`src/rtl/ftpc_pkg.sv`:
```
// ----------------------------------------------------------------------------
// ftpc_pkg
// types, constants and register codes of the fan tacho and pwm controller
// ----------------------------------------------------------------------------
package ftpc_pkg;

   // default build settings
   localparam int unsigned FTPC_FAN_COUNT          = 2;
   localparam int unsigned FTPC_EDGES_PER_TURN     = 2;
   localparam int unsigned FTPC_POTI_FULL_SCALE_MV = 3000;

   localparam int unsigned FAN_SLOTS   = 2;
   localparam int unsigned QUEUE_DEPTH = 2;

   localparam int unsigned TACHO_BASE = 60 * 1000;
   localparam int unsigned SPEED_MAX  = 32767;

   localparam int unsigned RPM_W      = 16;
   localparam int unsigned SPEED_W    = 15;
   localparam int unsigned TIME_W     = 32;
   localparam int unsigned MV_W       = 12;
   localparam int unsigned PERIOD_W   = 30;
   localparam int unsigned CSR_DATA_W = 30;
   localparam int unsigned CSR_IDX_W  = 3;

   // shared divider: dividend is left aligned, only the top steps bits are used
   localparam int unsigned DIV_W      = 48;
   localparam int unsigned DVS_W      = 32;
   localparam int unsigned STEP_W     = 6;
   localparam int unsigned PROD_W     = PERIOD_W + RPM_W;
   localparam int unsigned TGT_PROD_W = RPM_W + MV_W;

   localparam logic [RPM_W-1:0]    MAX_RPM_CH0_RST   = 16'd1800;
   localparam logic [RPM_W-1:0]    MAX_RPM_CH1_RST   = 16'd4000;
   localparam logic [RPM_W-1:0]    MIN_RPM_RST       = 16'd0;
   localparam logic [PERIOD_W-1:0] PWM_PERIOD_RST    = 30'd40000;
   localparam logic [RPM_W-1:0]    STALL_TIMEOUT_RST = 16'd1000;

   typedef enum logic [CSR_IDX_W-1:0] {
      REG_MAX_RPM_CH0    = 3'd0,
      REG_MAX_RPM_CH1    = 3'd1,
      REG_MIN_RPM_CH0    = 3'd2,
      REG_MIN_RPM_CH1    = 3'd3,
      REG_PWM_PERIOD_CH0 = 3'd4,
      REG_PWM_PERIOD_CH1 = 3'd5,
      REG_STALL_TIMEOUT  = 3'd6
   } ftpc_reg_type;

   typedef enum logic {
      OP_TACHO_EDGE = 1'b0,
      OP_UPDATE     = 1'b1
   } ftpc_op_type;

   typedef struct packed {
      logic              opcode;
      logic              fan_index;
      logic [TIME_W-1:0] time_ms;
      logic [MV_W-1:0]   poti_mv;
   } ftpc_req_type;

   // classified item between front and back
   typedef struct packed {
      logic              is_update;
      logic              fan_index;
      logic [TIME_W-1:0] time_ms;
      logic [MV_W-1:0]   poti_mv;
   } ftpc_cmd_type;

   typedef struct packed {
      logic                out_fan;
      logic [SPEED_W-1:0]  measured_rpm;
      logic [RPM_W-1:0]    target_rpm;
      logic [PERIOD_W-1:0] pulse_ns;
      logic                pulse_valid;
      logic                stalled;
   } ftpc_rsp_type;

   typedef struct packed {
      logic [FAN_SLOTS-1:0][RPM_W-1:0]    max_rpm;
      logic [FAN_SLOTS-1:0][RPM_W-1:0]    min_rpm;
      logic [FAN_SLOTS-1:0][PERIOD_W-1:0] pwm_period_ns;
      logic [RPM_W-1:0]                   stall_timeout_ms;
   } ftpc_cfg_type;

   typedef struct packed {
      logic              start;
      logic [DIV_W-1:0]  dividend;
      logic [DVS_W-1:0]  divisor;
      logic [STEP_W-1:0] steps;
   } ftpc_div_req_type;

   typedef struct packed {
      logic             done;
      logic [DIV_W-1:0] quotient;
   } ftpc_div_rsp_type;

endpackage

```
`src/rtl/ftpc_fifo.sv`:
```
// ----------------------------------------------------------------------------
// ftpc_fifo
// small first-in first-out queue used between the block's stages
// ----------------------------------------------------------------------------
module ftpc_fifo #(
   parameter int unsigned WIDTH = 1,
   parameter int unsigned DEPTH = 2
) (
   input  logic             clock,
   input  logic             reset,
   input  logic             push,
   input  logic [WIDTH-1:0] wdata,
   output logic             full,
   input  logic             pop,
   output logic [WIDTH-1:0] rdata,
   output logic             empty
);

   localparam int unsigned PTR_W = (DEPTH > 1) ? $clog2(DEPTH) : 1;
   localparam int unsigned CNT_W = $clog2(DEPTH + 1);

   logic [WIDTH-1:0] mem_ff [DEPTH];
   logic [PTR_W-1:0] wr_ptr_ff, wr_ptr_in;
   logic [PTR_W-1:0] rd_ptr_ff, rd_ptr_in;
   logic [CNT_W-1:0] count_ff, count_in;
   logic             do_push;
   logic             do_pop;

   assign full    = (count_ff == CNT_W'(DEPTH));
   assign empty   = (count_ff == '0);
   assign do_push = push && !full;
   assign do_pop  = pop && !empty;
   assign rdata   = mem_ff[rd_ptr_ff];

   always_comb begin
      wr_ptr_in = wr_ptr_ff;
      rd_ptr_in = rd_ptr_ff;
      count_in  = count_ff;
      if (do_push) begin
         wr_ptr_in = (wr_ptr_ff == PTR_W'(DEPTH - 1)) ? '0 : wr_ptr_ff + 1'b1;
      end
      if (do_pop) begin
         rd_ptr_in = (rd_ptr_ff == PTR_W'(DEPTH - 1)) ? '0 : rd_ptr_ff + 1'b1;
      end
      if (do_push && !do_pop) begin
         count_in = count_ff + 1'b1;
      end else if (do_pop && !do_push) begin
         count_in = count_ff - 1'b1;
      end
   end

   always_ff @(posedge clock) begin
      if (reset) begin
         wr_ptr_ff <= '0;
         rd_ptr_ff <= '0;
         count_ff  <= '0;
      end else begin
         wr_ptr_ff <= wr_ptr_in;
         rd_ptr_ff <= rd_ptr_in;
         count_ff  <= count_in;
      end
   end

   always_ff @(posedge clock) begin
      if (do_push) begin
         mem_ff[wr_ptr_ff] <= wdata;
      end
   end

endmodule

```
`src/rtl/ftpc_csr.sv`:
```
// ----------------------------------------------------------------------------
// ftpc_csr
// configuration registers of both fan channels
// ----------------------------------------------------------------------------
module ftpc_csr
   import ftpc_pkg::*;
(
   input  logic                  clock,
   input  logic                  reset,
   input  logic                  csr_we,
   input  logic [CSR_IDX_W-1:0]  csr_index,
   input  logic [CSR_DATA_W-1:0] csr_wdata,
   output ftpc_cfg_type          cfg
);

   ftpc_cfg_type cfg_ff, cfg_in;

   assign cfg = cfg_ff;

   always_comb begin
      cfg_in = cfg_ff;
      if (csr_we) begin
         case (csr_index)
            REG_MAX_RPM_CH0:    cfg_in.max_rpm[0]       = csr_wdata[RPM_W-1:0];
            REG_MAX_RPM_CH1:    cfg_in.max_rpm[1]       = csr_wdata[RPM_W-1:0];
            REG_MIN_RPM_CH0:    cfg_in.min_rpm[0]       = csr_wdata[RPM_W-1:0];
            REG_MIN_RPM_CH1:    cfg_in.min_rpm[1]       = csr_wdata[RPM_W-1:0];
            REG_PWM_PERIOD_CH0: cfg_in.pwm_period_ns[0] = csr_wdata[PERIOD_W-1:0];
            REG_PWM_PERIOD_CH1: cfg_in.pwm_period_ns[1] = csr_wdata[PERIOD_W-1:0];
            REG_STALL_TIMEOUT:  cfg_in.stall_timeout_ms = csr_wdata[RPM_W-1:0];
            default: begin
               // unknown index, write dropped
            end
         endcase
      end
   end

   always_ff @(posedge clock) begin
      if (reset) begin
         cfg_ff.max_rpm[0]       <= MAX_RPM_CH0_RST;
         cfg_ff.max_rpm[1]       <= MAX_RPM_CH1_RST;
         cfg_ff.min_rpm[0]       <= MIN_RPM_RST;
         cfg_ff.min_rpm[1]       <= MIN_RPM_RST;
         cfg_ff.pwm_period_ns[0] <= PWM_PERIOD_RST;
         cfg_ff.pwm_period_ns[1] <= PWM_PERIOD_RST;
         cfg_ff.stall_timeout_ms <= STALL_TIMEOUT_RST;
      end else begin
         cfg_ff <= cfg_in;
      end
   end

endmodule

```
`src/rtl/ftpc_div.sv`:
```
// ----------------------------------------------------------------------------
// ftpc_div
// shared restoring divider, one quotient bit per cycle
// ----------------------------------------------------------------------------
module ftpc_div
   import ftpc_pkg::*;
(
   input  logic             clock,
   input  logic             reset,
   input  ftpc_div_req_type div_req,
   output ftpc_div_rsp_type div_rsp
);

   logic              busy_ff, busy_in;
   logic              done_ff, done_in;
   logic [STEP_W-1:0] cnt_ff, cnt_in;
   logic [DVS_W-1:0]  rem_ff, rem_in;
   logic [DIV_W-1:0]  dvd_ff, dvd_in;
   logic [DIV_W-1:0]  quo_ff, quo_in;
   logic [DVS_W-1:0]  dvs_ff, dvs_in;
   logic [DVS_W:0]    trial;
   logic [DVS_W:0]    diff;
   logic              fits;

   assign trial = {rem_ff, dvd_ff[DIV_W-1]};
   assign diff  = trial - {1'b0, dvs_ff};
   assign fits  = (trial >= {1'b0, dvs_ff});

   assign div_rsp.done     = done_ff;
   assign div_rsp.quotient = quo_ff;

   always_comb begin
      busy_in = busy_ff;
      done_in = 1'b0;
      cnt_in  = cnt_ff;
      rem_in  = rem_ff;
      dvd_in  = dvd_ff;
      quo_in  = quo_ff;
      dvs_in  = dvs_ff;
      if (div_req.start) begin
         busy_in = 1'b1;
         cnt_in  = div_req.steps;
         rem_in  = '0;
         dvd_in  = div_req.dividend;
         quo_in  = '0;
         dvs_in  = div_req.divisor;
      end else if (busy_ff) begin
         // remainder stays below the divisor, so the low bits always hold it
         rem_in = fits ? diff[DVS_W-1:0] : trial[DVS_W-1:0];
         dvd_in = {dvd_ff[DIV_W-2:0], 1'b0};
         quo_in = {quo_ff[DIV_W-2:0], fits};
         cnt_in = cnt_ff - 1'b1;
         if (cnt_ff == STEP_W'(1)) begin
            busy_in = 1'b0;
            done_in = 1'b1;
         end
      end
   end

   always_ff @(posedge clock) begin
      if (reset) begin
         busy_ff <= 1'b0;
         done_ff <= 1'b0;
         cnt_ff  <= '0;
      end else begin
         busy_ff <= busy_in;
         done_ff <= done_in;
         cnt_ff  <= cnt_in;
      end
   end

   always_ff @(posedge clock) begin
      rem_ff <= rem_in;
      dvd_ff <= dvd_in;
      quo_ff <= quo_in;
      dvs_ff <= dvs_in;
   end

endmodule

```
`src/rtl/ftpc_front.sv`:
```
// ----------------------------------------------------------------------------
// ftpc_front
// input side: drops items for absent channels, clamps the voltage
// ----------------------------------------------------------------------------
module ftpc_front
   import ftpc_pkg::*;
#(
   parameter int unsigned FAN_COUNT          = FTPC_FAN_COUNT,
   parameter int unsigned POTI_FULL_SCALE_MV = FTPC_POTI_FULL_SCALE_MV
) (
   input  logic         push,
   input  ftpc_req_type req_data,
   output logic         full,
   output logic         cmd_push,
   output ftpc_cmd_type cmd_data,
   input  logic         cmd_full
);

   localparam logic [MV_W-1:0] FullScale = MV_W'(POTI_FULL_SCALE_MV);

   logic fan_present;

   assign fan_present = (32'(req_data.fan_index) < FAN_COUNT);
   assign full        = cmd_full;
   // an item for an absent channel is taken and dropped here
   assign cmd_push    = push && !cmd_full && fan_present;

   assign cmd_data.is_update = (req_data.opcode == OP_UPDATE);
   assign cmd_data.fan_index = req_data.fan_index;
   assign cmd_data.time_ms   = req_data.time_ms;
   assign cmd_data.poti_mv   = (req_data.poti_mv > FullScale) ? FullScale : req_data.poti_mv;

endmodule

```
`src/rtl/ftpc_back.sv`:
```
// ----------------------------------------------------------------------------
// ftpc_back
// per-channel speed and target sequencer around the shared divider
// ----------------------------------------------------------------------------
module ftpc_back
   import ftpc_pkg::*;
#(
   parameter int unsigned EDGES_PER_TURN     = FTPC_EDGES_PER_TURN,
   parameter int unsigned POTI_FULL_SCALE_MV = FTPC_POTI_FULL_SCALE_MV
) (
   input  logic             clock,
   input  logic             reset,
   input  ftpc_cfg_type     cfg,
   input  logic             cmd_empty,
   input  ftpc_cmd_type     cmd_data,
   output logic             cmd_pop,
   input  logic             rsp_full,
   output logic             rsp_push,
   output ftpc_rsp_type     rsp_data,
   output ftpc_div_req_type div_req,
   input  ftpc_div_rsp_type div_rsp
);

   localparam int unsigned        TachoNum    = TACHO_BASE / EDGES_PER_TURN;
   localparam logic [RPM_W-1:0]   TachoBits   = RPM_W'(TachoNum);
   localparam logic [SPEED_W-1:0] TachoSat    =
      (TachoNum > SPEED_MAX) ? SPEED_W'(SPEED_MAX) : SPEED_W'(TachoNum);
   localparam int unsigned        RecipW      = TGT_PROD_W + 1;
   localparam int unsigned        RecipProdW  = TGT_PROD_W + RecipW;
   // reciprocal of the full-scale voltage, scaled by 2^TGT_PROD_W
   localparam logic [RecipW-1:0]  RecipFull   =
      RecipW'((64'd1 << TGT_PROD_W) / POTI_FULL_SCALE_MV);
   localparam logic [TGT_PROD_W-1:0] FullScale = TGT_PROD_W'(POTI_FULL_SCALE_MV);
   localparam logic [STEP_W-1:0]  EdgeSteps   = STEP_W'(RPM_W);
   localparam logic [STEP_W-1:0]  PulseSteps  = STEP_W'(PROD_W);

   typedef enum logic [3:0] {
      ST_IDLE,
      ST_PREP,
      ST_EDGE_WAIT,
      ST_TGT_START,
      ST_TGT_WAIT,
      ST_TGT_FIX,
      ST_PULSE_MUL,
      ST_PULSE_START,
      ST_PULSE_WAIT,
      ST_EMIT
   } state_type;

   state_type          state_ff, state_in;
   ftpc_cmd_type       cmd_ff, cmd_in;
   ftpc_rsp_type       rsp_ff, rsp_in;
   logic [PROD_W-1:0]  prod_ff, prod_in;
   logic [RPM_W-1:0]   tq_ff, tq_in;
   logic [TIME_W-1:0]  last_edge_ff [FAN_SLOTS];
   logic [TIME_W-1:0]  last_edge_in [FAN_SLOTS];
   logic [SPEED_W-1:0] speed_ff [FAN_SLOTS];
   logic [SPEED_W-1:0] speed_in [FAN_SLOTS];
   logic [RPM_W-1:0]   goal_ff [FAN_SLOTS];
   logic [RPM_W-1:0]   goal_in [FAN_SLOTS];

   logic                  ch;
   logic [TIME_W-1:0]     delta;
   logic                  stall_hit;
   logic [RecipProdW-1:0] recip_prod;
   logic [TGT_PROD_W-1:0] tq_back;
   logic [RPM_W-1:0]      tgt_q;
   logic [RPM_W-1:0]      goal_v;
   logic [PERIOD_W-1:0]   period;
   logic [RPM_W-1:0]      max_rpm;

   assign ch         = cmd_ff.fan_index;
   assign delta      = cmd_ff.time_ms - last_edge_ff[ch];
   assign stall_hit  = (speed_ff[ch] != '0) && (delta > TIME_W'(cfg.stall_timeout_ms));
   assign recip_prod = RecipProdW'(prod_ff[TGT_PROD_W-1:0]) * RecipProdW'(RecipFull);
   assign tq_back    = TGT_PROD_W'(tq_ff) * FullScale;
   // estimate is at most one low, the remainder in prod_ff tells
   assign tgt_q      = (prod_ff[TGT_PROD_W-1:0] >= FullScale) ? tq_ff + 1'b1 : tq_ff;
   assign goal_v     = (tgt_q < cfg.min_rpm[ch]) ? cfg.min_rpm[ch] : tgt_q;
   assign period     = cfg.pwm_period_ns[ch];
   assign max_rpm    = cfg.max_rpm[ch];
   assign rsp_data   = rsp_ff;

   always_comb begin
      state_in     = state_ff;
      cmd_in       = cmd_ff;
      rsp_in       = rsp_ff;
      prod_in      = prod_ff;
      tq_in        = tq_ff;
      last_edge_in = last_edge_ff;
      speed_in     = speed_ff;
      goal_in      = goal_ff;
      cmd_pop      = 1'b0;
      rsp_push     = 1'b0;
      div_req      = '0;
      case (state_ff)
         ST_IDLE: begin
            if (!cmd_empty) begin
               cmd_pop  = 1'b1;
               cmd_in   = cmd_data;
               state_in = ST_PREP;
            end
         end
         ST_PREP: begin
            rsp_in.out_fan      = ch;
            rsp_in.measured_rpm = speed_ff[ch];
            rsp_in.target_rpm   = goal_ff[ch];
            rsp_in.pulse_ns     = '0;
            rsp_in.pulse_valid  = 1'b0;
            rsp_in.stalled      = 1'b0;
            if (!cmd_ff.is_update) begin
               last_edge_in[ch] = cmd_ff.time_ms;
               if (delta == '0) begin
                  speed_in[ch]        = TachoSat;
                  rsp_in.measured_rpm = TachoSat;
                  state_in            = ST_EMIT;
               end else begin
                  div_req.start    = 1'b1;
                  div_req.dividend = {TachoBits, {(DIV_W - RPM_W){1'b0}}};
                  div_req.divisor  = delta;
                  div_req.steps    = EdgeSteps;
                  state_in         = ST_EDGE_WAIT;
               end
            end else begin
               rsp_in.pulse_valid = 1'b1;
               prod_in = PROD_W'(max_rpm) * PROD_W'(cmd_ff.poti_mv);
               if (stall_hit) begin
                  speed_in[ch]        = '0;
                  rsp_in.measured_rpm = '0;
                  rsp_in.stalled      = 1'b1;
               end
               state_in = ST_TGT_START;
            end
         end
         ST_EDGE_WAIT: begin
            if (div_rsp.done) begin
               if (div_rsp.quotient > DIV_W'(SPEED_MAX)) begin
                  speed_in[ch]        = SPEED_W'(SPEED_MAX);
                  rsp_in.measured_rpm = SPEED_W'(SPEED_MAX);
               end else begin
                  speed_in[ch]        = div_rsp.quotient[SPEED_W-1:0];
                  rsp_in.measured_rpm = div_rsp.quotient[SPEED_W-1:0];
               end
               state_in = ST_EMIT;
            end
         end
         ST_TGT_START: begin
            // quotient estimate by the full-scale reciprocal
            tq_in    = recip_prod[TGT_PROD_W +: RPM_W];
            state_in = ST_TGT_WAIT;
         end
         ST_TGT_WAIT: begin
            prod_in  = PROD_W'(prod_ff[TGT_PROD_W-1:0] - tq_back);
            state_in = ST_TGT_FIX;
         end
         ST_TGT_FIX: begin
            goal_in[ch]       = goal_v;
            rsp_in.target_rpm = goal_v;
            state_in          = ST_PULSE_MUL;
         end
         ST_PULSE_MUL: begin
            prod_in = PROD_W'(period) * PROD_W'(goal_ff[ch]);
            if (max_rpm == '0) begin
               // no full scale: all or nothing
               rsp_in.pulse_ns = (goal_ff[ch] != '0) ? period : '0;
               state_in        = ST_EMIT;
            end else begin
               state_in = ST_PULSE_START;
            end
         end
         ST_PULSE_START: begin
            div_req.start    = 1'b1;
            div_req.dividend = {prod_ff, {(DIV_W - PROD_W){1'b0}}};
            div_req.divisor  = DVS_W'(max_rpm);
            div_req.steps    = PulseSteps;
            state_in         = ST_PULSE_WAIT;
         end
         ST_PULSE_WAIT: begin
            if (div_rsp.done) begin
               // target above full scale saturates at the period
               if (div_rsp.quotient > DIV_W'(period)) begin
                  rsp_in.pulse_ns = period;
               end else begin
                  rsp_in.pulse_ns = div_rsp.quotient[PERIOD_W-1:0];
               end
               state_in = ST_EMIT;
            end
         end
         ST_EMIT: begin
            if (!rsp_full) begin
               rsp_push = 1'b1;
               state_in = ST_IDLE;
            end
         end
         default: begin
            state_in = ST_IDLE;
         end
      endcase
   end

   always_ff @(posedge clock) begin
      if (reset) begin
         state_ff     <= ST_IDLE;
         last_edge_ff <= '{default: '0};
         speed_ff     <= '{default: '0};
         goal_ff      <= '{default: '0};
      end else begin
         state_ff     <= state_in;
         last_edge_ff <= last_edge_in;
         speed_ff     <= speed_in;
         goal_ff      <= goal_in;
         cmd_ff       <= cmd_in;
         rsp_ff       <= rsp_in;
         prod_ff      <= prod_in;
         tq_ff        <= tq_in;
      end
   end

endmodule

```
`src/rtl/fan_tacho_and_pwm_controller_unit.sv`:
```
// ----------------------------------------------------------------------------
// fan_tacho_and_pwm_controller_unit
// two-channel fan tacho speed measurement and pwm pulse length controller
// ----------------------------------------------------------------------------
// a tacho edge takes 16 steps and an update 46 of the bit-serial divider that
// the back end shares; a zero interval or a zero full scale skips the divider
// flow: the back end takes one item at a time, the next once the last result
// is queued; two more wait in the input queue, two results in the output queue
// reset: synchronous; clears queues, channel state and loads register defaults
module fan_tacho_and_pwm_controller_unit
   import ftpc_pkg::*;
#(
   parameter int unsigned FAN_COUNT          = FTPC_FAN_COUNT,
   parameter int unsigned EDGES_PER_TURN     = FTPC_EDGES_PER_TURN,
   parameter int unsigned POTI_FULL_SCALE_MV = FTPC_POTI_FULL_SCALE_MV
) (
   input  logic                  clock,
   input  logic                  reset,
   input  logic                  push,
   input  ftpc_req_type          req_data,
   output logic                  full,
   output logic                  empty,
   input  logic                  pop,
   output ftpc_rsp_type          rsp_data,
   input  logic                  csr_we,
   input  logic [CSR_IDX_W-1:0]  csr_index,
   input  logic [CSR_DATA_W-1:0] csr_wdata
);

   localparam int unsigned CmdW = $bits(ftpc_cmd_type);
   localparam int unsigned RspW = $bits(ftpc_rsp_type);

   ftpc_cfg_type     cfg;
   logic             cmd_push;
   ftpc_cmd_type     cmd_wdata;
   logic             cmd_full;
   logic             cmd_pop;
   logic             cmd_empty;
   logic [CmdW-1:0]  cmd_rdata;
   logic             rsp_push;
   ftpc_rsp_type     rsp_wdata;
   logic             rsp_full;
   logic [RspW-1:0]  rsp_rdata;
   ftpc_div_req_type div_req;
   ftpc_div_rsp_type div_rsp;

   assign rsp_data = ftpc_rsp_type'(rsp_rdata);

   ftpc_csr u_csr (
      .clock     (clock),
      .reset     (reset),
      .csr_we    (csr_we),
      .csr_index (csr_index),
      .csr_wdata (csr_wdata),
      .cfg       (cfg)
   );

   ftpc_front #(
      .FAN_COUNT          (FAN_COUNT),
      .POTI_FULL_SCALE_MV (POTI_FULL_SCALE_MV)
   ) u_front (
      .push     (push),
      .req_data (req_data),
      .full     (full),
      .cmd_push (cmd_push),
      .cmd_data (cmd_wdata),
      .cmd_full (cmd_full)
   );

   ftpc_fifo #(
      .WIDTH (CmdW),
      .DEPTH (QUEUE_DEPTH)
   ) u_cmd_fifo (
      .clock (clock),
      .reset (reset),
      .push  (cmd_push),
      .wdata (cmd_wdata),
      .full  (cmd_full),
      .pop   (cmd_pop),
      .rdata (cmd_rdata),
      .empty (cmd_empty)
   );

   ftpc_div u_div (
      .clock   (clock),
      .reset   (reset),
      .div_req (div_req),
      .div_rsp (div_rsp)
   );

   ftpc_back #(
      .EDGES_PER_TURN     (EDGES_PER_TURN),
      .POTI_FULL_SCALE_MV (POTI_FULL_SCALE_MV)
   ) u_back (
      .clock     (clock),
      .reset     (reset),
      .cfg       (cfg),
      .cmd_empty (cmd_empty),
      .cmd_data  (ftpc_cmd_type'(cmd_rdata)),
      .cmd_pop   (cmd_pop),
      .rsp_full  (rsp_full),
      .rsp_push  (rsp_push),
      .rsp_data  (rsp_wdata),
      .div_req   (div_req),
      .div_rsp   (div_rsp)
   );

   ftpc_fifo #(
      .WIDTH (RspW),
      .DEPTH (QUEUE_DEPTH)
   ) u_rsp_fifo (
      .clock (clock),
      .reset (reset),
      .push  (rsp_push),
      .wdata (rsp_wdata),
      .full  (rsp_full),
      .pop   (pop),
      .rdata (rsp_rdata),
      .empty (empty)
   );

endmodule

```
`config.mk`:
```
export PLATFORM = sky130hd
export DESIGN_NAME = fan_tacho_and_pwm_controller_unit
export DESIGN_NICKNAME = d
export VERILOG_FILES = /design/src/rtl/ftpc_pkg.sv /design/src/rtl/ftpc_fifo.sv /design/src/rtl/ftpc_csr.sv /design/src/rtl/ftpc_div.sv /design/src/rtl/ftpc_front.sv /design/src/rtl/ftpc_back.sv /design/src/rtl/fan_tacho_and_pwm_controller_unit.sv
export SDC_FILE = /design/constraint.sdc
export NUM_CORES = 2
export LEC_CHECK = 0
export ABC_AREA = 0
export BUFFER_PORTS_ARGS = -buffer_cell sky130_fd_sc_hd__buf_2
export CELL_PAD_IN_SITES_DETAIL_PLACEMENT = 1
export CELL_PAD_IN_SITES_GLOBAL_PLACEMENT = 2
export CORE_ASPECT_RATIO = 1.2
export CORE_MARGIN = 4
export CORE_UTILIZATION = 40
export DETAILED_ROUTE_END_ITERATION = 10
export PLACE_DENSITY_LB_ADDON = 0.1
export RECOVER_POWER = 50
export SETUP_SLACK_MARGIN = 0.2
export SLEW_MARGIN = 5
export SYNTH_ARGS = -nofsm -noshare
export SYNTH_HDL_FRONTEND = slang
export SYNTH_SLANG_ARGS = --single-unit
```
`constraint.sdc`:
```
create_clock -name clock -period 11.7 [get_ports clock]
set_input_delay 2.34 -clock clock [delete_from_list [all_inputs] [get_ports clock]]
set_output_delay 2.34 -clock clock [all_outputs]
set_load 0.02 [all_outputs]
```
# ---- Yosys cells after proc, flatten, opt, wreduce, memory -nomap -nowiden
# Memory sizes are Yosys's and may differ from the RTL's. A register that Yosys moved wholly into a read port is not among the register bits.
# Cells that the tools add are included.
dict set report totals {
  word_cells 241
  register_bits 572
  mem_count 2
  input_bits 84
  mem_bits_rw 220
}
# memory depth word_bits rd rd_clocked_by_memory_dff wr line
set memory_table {}
lappend memory_table {u_rsp_fifo.mem_ff 2 64 1 1 1 ftpc_fifo.sv:22} ;# logic [WIDTH-1:0] mem_ff [DEPTH];
lappend memory_table {u_cmd_fifo.mem_ff 2 46 1 1 1 ftpc_fifo.sv:22}
dict set report op_classes {
  bitwise_logic 11
  n_addsub 13
  mux 86
  magnitude_cmp 10
  n_eq_ne 27
  n_mul 4
  reduce_logical 53
}
# op n
set ops {}
lappend ops {{30-bit 2-to-1 mux} 11}
lappend ops {{87-bit 2-to-1 mux} 2}
lappend ops {{87-bit one-hot mux with 2 select lines} 1}
lappend ops {{16-bit 2-to-1 mux} 10}
lappend ops {{32-bit 2-to-1 mux} 5}
lappend ops {{46-bit one-hot mux with 3 select lines} 1}
lappend ops {{15-bit 2-to-1 mux} 9}
lappend ops {{48-bit 2-to-1 mux} 2}
lappend ops {{30-bit one-hot mux with 3 select lines} 1}
lappend ops {{64-bit bitwise mux} 1}
lappend ops {{32-bit subtractor} 2}
lappend ops {{30-bit one-hot mux with 2 select lines} 1}
lappend ops {{48-bit by 15-bit > comparator with 1-bit output, second input constant} 1}
lappend ops {{48-bit by 30-bit > comparator with 1-bit output} 1}
lappend ops {{30-bit by 16-bit multiplier with 46-bit output} 1}
lappend ops {{46-bit 2-to-1 mux} 1}
lappend ops {{28-bit by 16-bit multiplier with 43-bit output, second input constant} 1}
lappend ops {{4-bit one-hot mux with 9 select lines} 1}
lappend ops {{33-bit by 32-bit >= comparator with 1-bit output} 1}
lappend ops {{32-bit bitwise mux} 1}
lappend ops {{32-bit demux with 1-bit select} 1}
lappend ops {{32-bit by 16-bit > comparator with 1-bit output} 1}
lappend ops {{32-bit zero test} 1}
lappend ops {{16-bit one-hot mux with 2 select lines} 1}
lappend ops {{other kinds (59)} 146}

# ---- Longest topological paths before layout
dict set report logic_depth {
  word_depth 10
  ltp_mapped 32
}

# ---- Modules after synthesis
# A second synthesis with hierarchy kept.
dict set report hier_totals {
  cells_unflattened 7390
  area_unflattened_um2 72882.4
}
# module instances seq_area_each_um2 area_per_inst_um2 cells_each
set by_module_without_submodules {}
lappend by_module_without_submodules {ftpc_back 1 7767.4 50134.3 5613}
lappend by_module_without_submodules {ftpc_div 1 4164.0 8395.6 816}
lappend by_module_without_submodules {ftpc_csr 1 2802.7 5551.6 511}
lappend by_module_without_submodules {{ftpc_fifo (u_rsp_fifo)} 1 3943.8 4832.1 224}
lappend by_module_without_submodules {{ftpc_fifo (u_cmd_fifo)} 1 2862.7 3533.4 168}
lappend by_module_without_submodules {ftpc_front 1 0.0 435.4 58}

# ---- Worst setup path before layout
# OpenSTA, ideal clock, no wires.
dict set report synth_timing {
  path_kind {reg-to-reg}
  from {reg u_back.cmd_ff, in the netlist u_back.ch}
  to {reg u_back.prod_ff[37] (data pin)}
  t_arrival_ns 8.189
  setup_time_ns 0.273
  t_required_ns 11.427
  synth_period_minus_slack_ns 8.462
  setup_slack_ns 3.238
  path_stages_with_launch 29
  n_path_buf 5
  cell_sequence {edfxtp_1 -> clkbuf_1 -> clkbuf_1 -> buf_2 -> clkbuf_1 -> clkbuf_1 -> mux2_2 -> inv_2 -> nor2_1 -> fa_1 -> inv_1 -> fa_1 -> fa_1 -> fa_1 -> inv_1 -> fa_1 -> inv_1 -> fa_1 -> inv_1 -> ha_1 -> or2_2 -> a2111o_1 -> o21a_1 -> a21oi_1 -> nor4_1 -> o32ai_1 -> o21ai_0 -> xnor2_1 -> o21ai_0}
}
dict set report synth_between {
  elab_chain_cells 6
  elab_cells_between_ends 8
}
# item line
set synth_rtl {}
lappend synth_rtl {{start, declared} ftpc_back.sv:51} ;# ftpc_cmd_type cmd_ff, cmd_in;
lappend synth_rtl {{start signal, assigned} ftpc_back.sv:212} ;# cmd_ff <= cmd_in;
lappend synth_rtl {{1-bit NOT with 2-bit output (implied by the code)} ftpc_back.sv:162} ;# prod_in = PROD_W'(period) * PROD_W'(goal_ff[ch]);
lappend synth_rtl {{16-bit 2-to-1 mux (implied by the code) (3 in series)} ftpc_back.sv:162}
lappend synth_rtl {{30-bit by 16-bit multiplier with 46-bit output *} ftpc_back.sv:162}
lappend synth_rtl {{46-bit one-hot mux with 3 select lines *} ftpc_back.sv:96} ;# case (state_ff)
lappend synth_rtl {{end signal, assigned} ftpc_back.sv:214} ;# prod_ff <= prod_in;
lappend synth_rtl {{end, declared} ftpc_back.sv:53} ;# logic [PROD_W-1:0] prod_ff, prod_in;
# Every way passes the cells marked *; elsewhere a longest branch is shown, timed or not. The select of a mux whose other input is x is not followed.
# A chain may end at the register's enable or synchronous reset.

# ---- Worst setup path in the final report
dict set report layout_timing {
  from {reg u_back.cmd_ff, in the netlist u_back.ch}
  to {reg u_back.prod_ff[41] (data pin)}
}
# The elaborated chain is that of the path after synthesis.

==> impl_metrics.env <==
export IMPL_vias_per_cell=5.37
export IMPL_ys_types=91
export IMPL_grtUsageMet2_pct=44.2
export IMPL_die_h_um=470
export IMPL_path_clk_slew_ns=0.06
export IMPL_min_delay_start="u_back.rsp_data[56]$_DFFE_PP_"
export IMPL_remaining_drc_errors=0
export IMPL_io_pins=150
export IMPL_htreeDepth=3
export IMPL_reg2reg_slack_ns=2.91
export IMPL_timing_fmax_ghz=0.114
export IMPL_die_w_um=393
export IMPL_fp_row_count=169
export IMPL_cts_buffer_depth=3
export IMPL_netlist_instances=7331
export IMPL_start_kind="flop"
export IMPL_setup_tns_final_ns=0
export IMPL_cts_tree="built"
export IMPL_ant_nets=0
export IMPL_period_needed_ns=8.79
export IMPL_syn_avg_cell_area_um2=9.70
export IMPL_drive_above_1_share_pct=8.79
export IMPL_grt_start_max_net_pins=86
export IMPL_coreArea_um2=177000
export IMPL_cap_violations=11
export IMPL_synth_area_um2=71100
export IMPL_reg2regPathDepth=27
export IMPL_globalRouteMet3Util_pct=2.73
export IMPL_syn_nets=8796
export IMPL_yosysSeqAreaShare_pct=30.2
export IMPL_track_usage_pct=25.7
export IMPL_portBuffers=149
export IMPL_drv_slew=500
export IMPL_rsz0062_at_grt="no"
export IMPL_initialDrtViolationCount=2665
export IMPL_ys_warn_count=0
export IMPL_num_vias=52398
export IMPL_fp_dieArea_um2=185000
export IMPL_min_path_type="reg -> reg"
export IMPL_cts_root_buf="clkbuf_16"
export IMPL_grt_overflow_total=0
export IMPL_firstDrtPassIters=5
export IMPL_rr_endpoint="u_back.prod_ff[41]$_SDFFCE_PP0P_"
export IMPL_ys_ff_latch=837
export IMPL_crit_type="reg -> reg"
export IMPL_violations="max-capacitance violations, max-slew violations"
export IMPL_routed_wl_um=236000
export IMPL_synth_edf_count=470
export IMPL_antenna_found_initial=6
export IMPL_required_ns=12.17
export IMPL_cts_buffers_inserted=95
export IMPL_min_period_over_period_pct=75.2
export IMPL_grt_pass1_wl_um=360000
export IMPL_fin_worst_skew_ns=0.0948
export IMPL_wl_per_cell_um=24.2
export IMPL_grt_pass1_vias=57009
export IMPL_cts_resized_gates=0
export IMPL_top_usage_layer="met2"
export IMPL_synthFlopType="edfxtp_1"
export IMPL_fillers=19851
export IMPL_area_growth_pct=9.45
export IMPL_async_flop_share_pct=0
export IMPL_multi_input_area_um2=44400
export IMPL_nets=8838
export IMPL_cts_hold_buf=0
export IMPL_endpoint_kind="flop"
export IMPL_clk_latency_ns=0.79
export IMPL_hpwl_um=185000
export IMPL_tightest_slew_ns=4.19
export IMPL_setup_viol=0
export IMPL_regArea_um2=21500
export IMPL_start_util_pct=40.2
export IMPL_post_cts_setup_buffers=0
export IMPL_place_congestion=0.926
export IMPL_relSlewSlack_pct=-179
export IMPL_r2r_start="u_back.ch$_DFFE_PP_"
export IMPL_finalHoldViolCount=0
export IMPL_cts_sinks=837
export IMPL_critPathArrivalTime_ns=9.26
export IMPL_use_met1_pct=33.2
export IMPL_path_max_fanout=32
export IMPL_whs_path_depth=0
export IMPL_status="complete, but fails checks"
export IMPL_holdPathEnd="u_rsp_fifo.mem_ff[0][56]$_DFFE_PP_"
-- synthesized netlist by cell type, drive strengths merged, types with 18 or more instances --
| master | number | share of area, % |
|---|---|---|
| inv | 1127 | 6.0 |
| nor2b | 43 | 0.38 |
| fa | 766 | 22 |
| clkbuf | 276 | 1.5 |
| a22o | 39 | 0.48 |
| xnor2 | 99 | 1.2 |
| mux2 | 189 | 3.0 |
| nor3 | 73 | 0.51 |
| ha | 615 | 11 |
| nand2 | 973 | 5.1 |
| o211ai | 28 | 0.30 |
| mux2i | 149 | 2.1 |
| buf | 24 | 0.15 |
| a211oi | 50 | 0.63 |
| o31ai | 18 | 0.20 |
| a31oi | 29 | 0.26 |
| a21o | 102 | 1.1 |
| and3 | 19 | 0.17 |
| edfxtp | 470 | 20 |
| and2 | 76 | 0.67 |
| o21ai | 231 | 1.6 |
| nor4 | 29 | 0.28 |
| nand4 | 43 | 0.38 |
| or3 | 24 | 0.21 |
| nand3 | 82 | 0.58 |
| o21a | 47 | 0.50 |
| or2 | 25 | 0.22 |
| xor2 | 73 | 0.90 |
| o22ai | 28 | 0.25 |
| nor2 | 549 | 2.9 |
| o2bb2ai | 30 | 0.37 |
| dfxtp | 367 | 10 |
| a21oi | 419 | 3.0 |
| nand2b | 58 | 0.51 |
-- cells in the final DEF, fill, tap and decap left out, drive strengths merged, types with 149 or more instances in the layout --
master	instances
mux2	189
edfxtp	470
a21oi	419
nor2	549
buf	212
clkbuf	153
mux2i	149
inv	1137
dfxtp	367
o21ai	231
ha	615
fa	766
nand2	973
-- registers in the layout, indices dropped and copies added, names as in the netlist, 2 cells and up, named ones only --
register,flops
u_rsp_fifo.count_ff,2
u_div.dvd_ff,46
u_back.speed_ff,16
u_back.rsp_data,64
u_cmd_fifo.mem_ff,92
u_back.goal_ff,32
u_back.cmd_ff,45
u_back.tq_ff,16
u_back.last_edge_ff,64
u_div.quo_ff,48
u_cmd_fifo.count_ff,2
u_div.rem_ff,32
u_back.prod_ff,46
u_rsp_fifo.mem_ff,128
u_back.state_ff,4
u_div.cnt_ff,6
u_csr.cfg,140
u_div.dvs_ff,32
-- worst max-delay path, stage by stage, from the launching register on --
cell	delay (ns)
edfxtp_1	0.56
buf_4	0.55
mux2_2	0.55
inv_1	0.29
nor2_1	0.10
fa_1	0.54
inv_1	0.07
fa_1	0.52
fa_1	0.52
inv_1	0.05
fa_1	0.49
fa_1	0.56
inv_1	0.06
fa_1	0.52
inv_1	0.04
ha_1	0.35
a21oi_1	0.09
nor2b_1	0.11
o21ai_0	0.10
a21oi_1	0.31
a21oi_1	0.15
o211ai_1	0.20
a21oi_1	0.12
nor4_1	0.69
o32ai_1	0.33
o2111a_1	0.30
o21ai_0	0.14
o211ai_1	0.11
-- worst max-delay path by stage --
stage,startpoint,to,slack [ns]
floorplan,u_back.ch$_DFFE_PP_,u_back.prod_ff[37]$_SDFFCE_PP0P_,3.24
global placement,u_back.ch$_DFFE_PP_,u_back.prod_ff[41]$_SDFFCE_PP0P_,3.00
finish,u_back.ch$_DFFE_PP_,u_back.prod_ff[41]$_SDFFCE_PP0P_,2.91
global route,u_back.ch$_DFFE_PP_,u_back.prod_ff[44]$_SDFFCE_PP0P_,2.50
detailed placement,u_back.ch$_DFFE_PP_,u_back.prod_ff[41]$_SDFFCE_PP0P_,3.04
CTS,u_back.ch$_DFFE_PP_,u_back.prod_ff[41]$_SDFFCE_PP0P_,2.96
-- cell families (layout without fill, tap and decap cells) --
logic type,count (synthesis),count (layout),share of synthesized area [%]
xor+xnor,172,172,2.12
mux,338,338,5.09
other cells,0,2,0
flops,837,837,30.2
compound gates,1140,1140,10.2
fa+ha+maj,1381,1381,32.4
buf+inv,1435,1559,7.60
simple gates,2028,2028,12.4
-- stage by stage --
step	util, %	hold WS (ns)	cell area, um2	worst slack [ns]	std cells
4_1_cts	44.1	0.448	77900	2.96	9763
2_1_floorplan	-	0.421	71100	3.24	7331
6_report	44.0	0.441	77800	2.91	9765
3_5_place_dp	42.2	0.433	74600	3.04	9584
3_3_place_gp	42.2	0.422	74600	3.00	9584
5_1_grt	44.0	0.457	77800	2.50	9764
-- metal layers --
metal | share of wire (%) | wire (um) | up-vias
li1 | - | - | 24218
met1 | 43 | 101000 | 26932
met2 | 49 | 116000 | 911
met3 | 3.4 | 8080 | 335
met4 | 4.6 | 11000 | 2
met5 | 0.0042 | 10 | -
-- layout make-up --
cell class,instances,area share [%]
tap,2308,3.71
sequential,837,27.6
multi-input combinational,5059,57.1
clock buffer,120,3.35
inverter,1135,5.48
clock inverter,59,0.926
antenna,2,0.00643
timing repair buffer,245,1.83
Power is not shown: default switching activity piles up to over one toggle a cycle in this logic, so the estimate is an artifact.
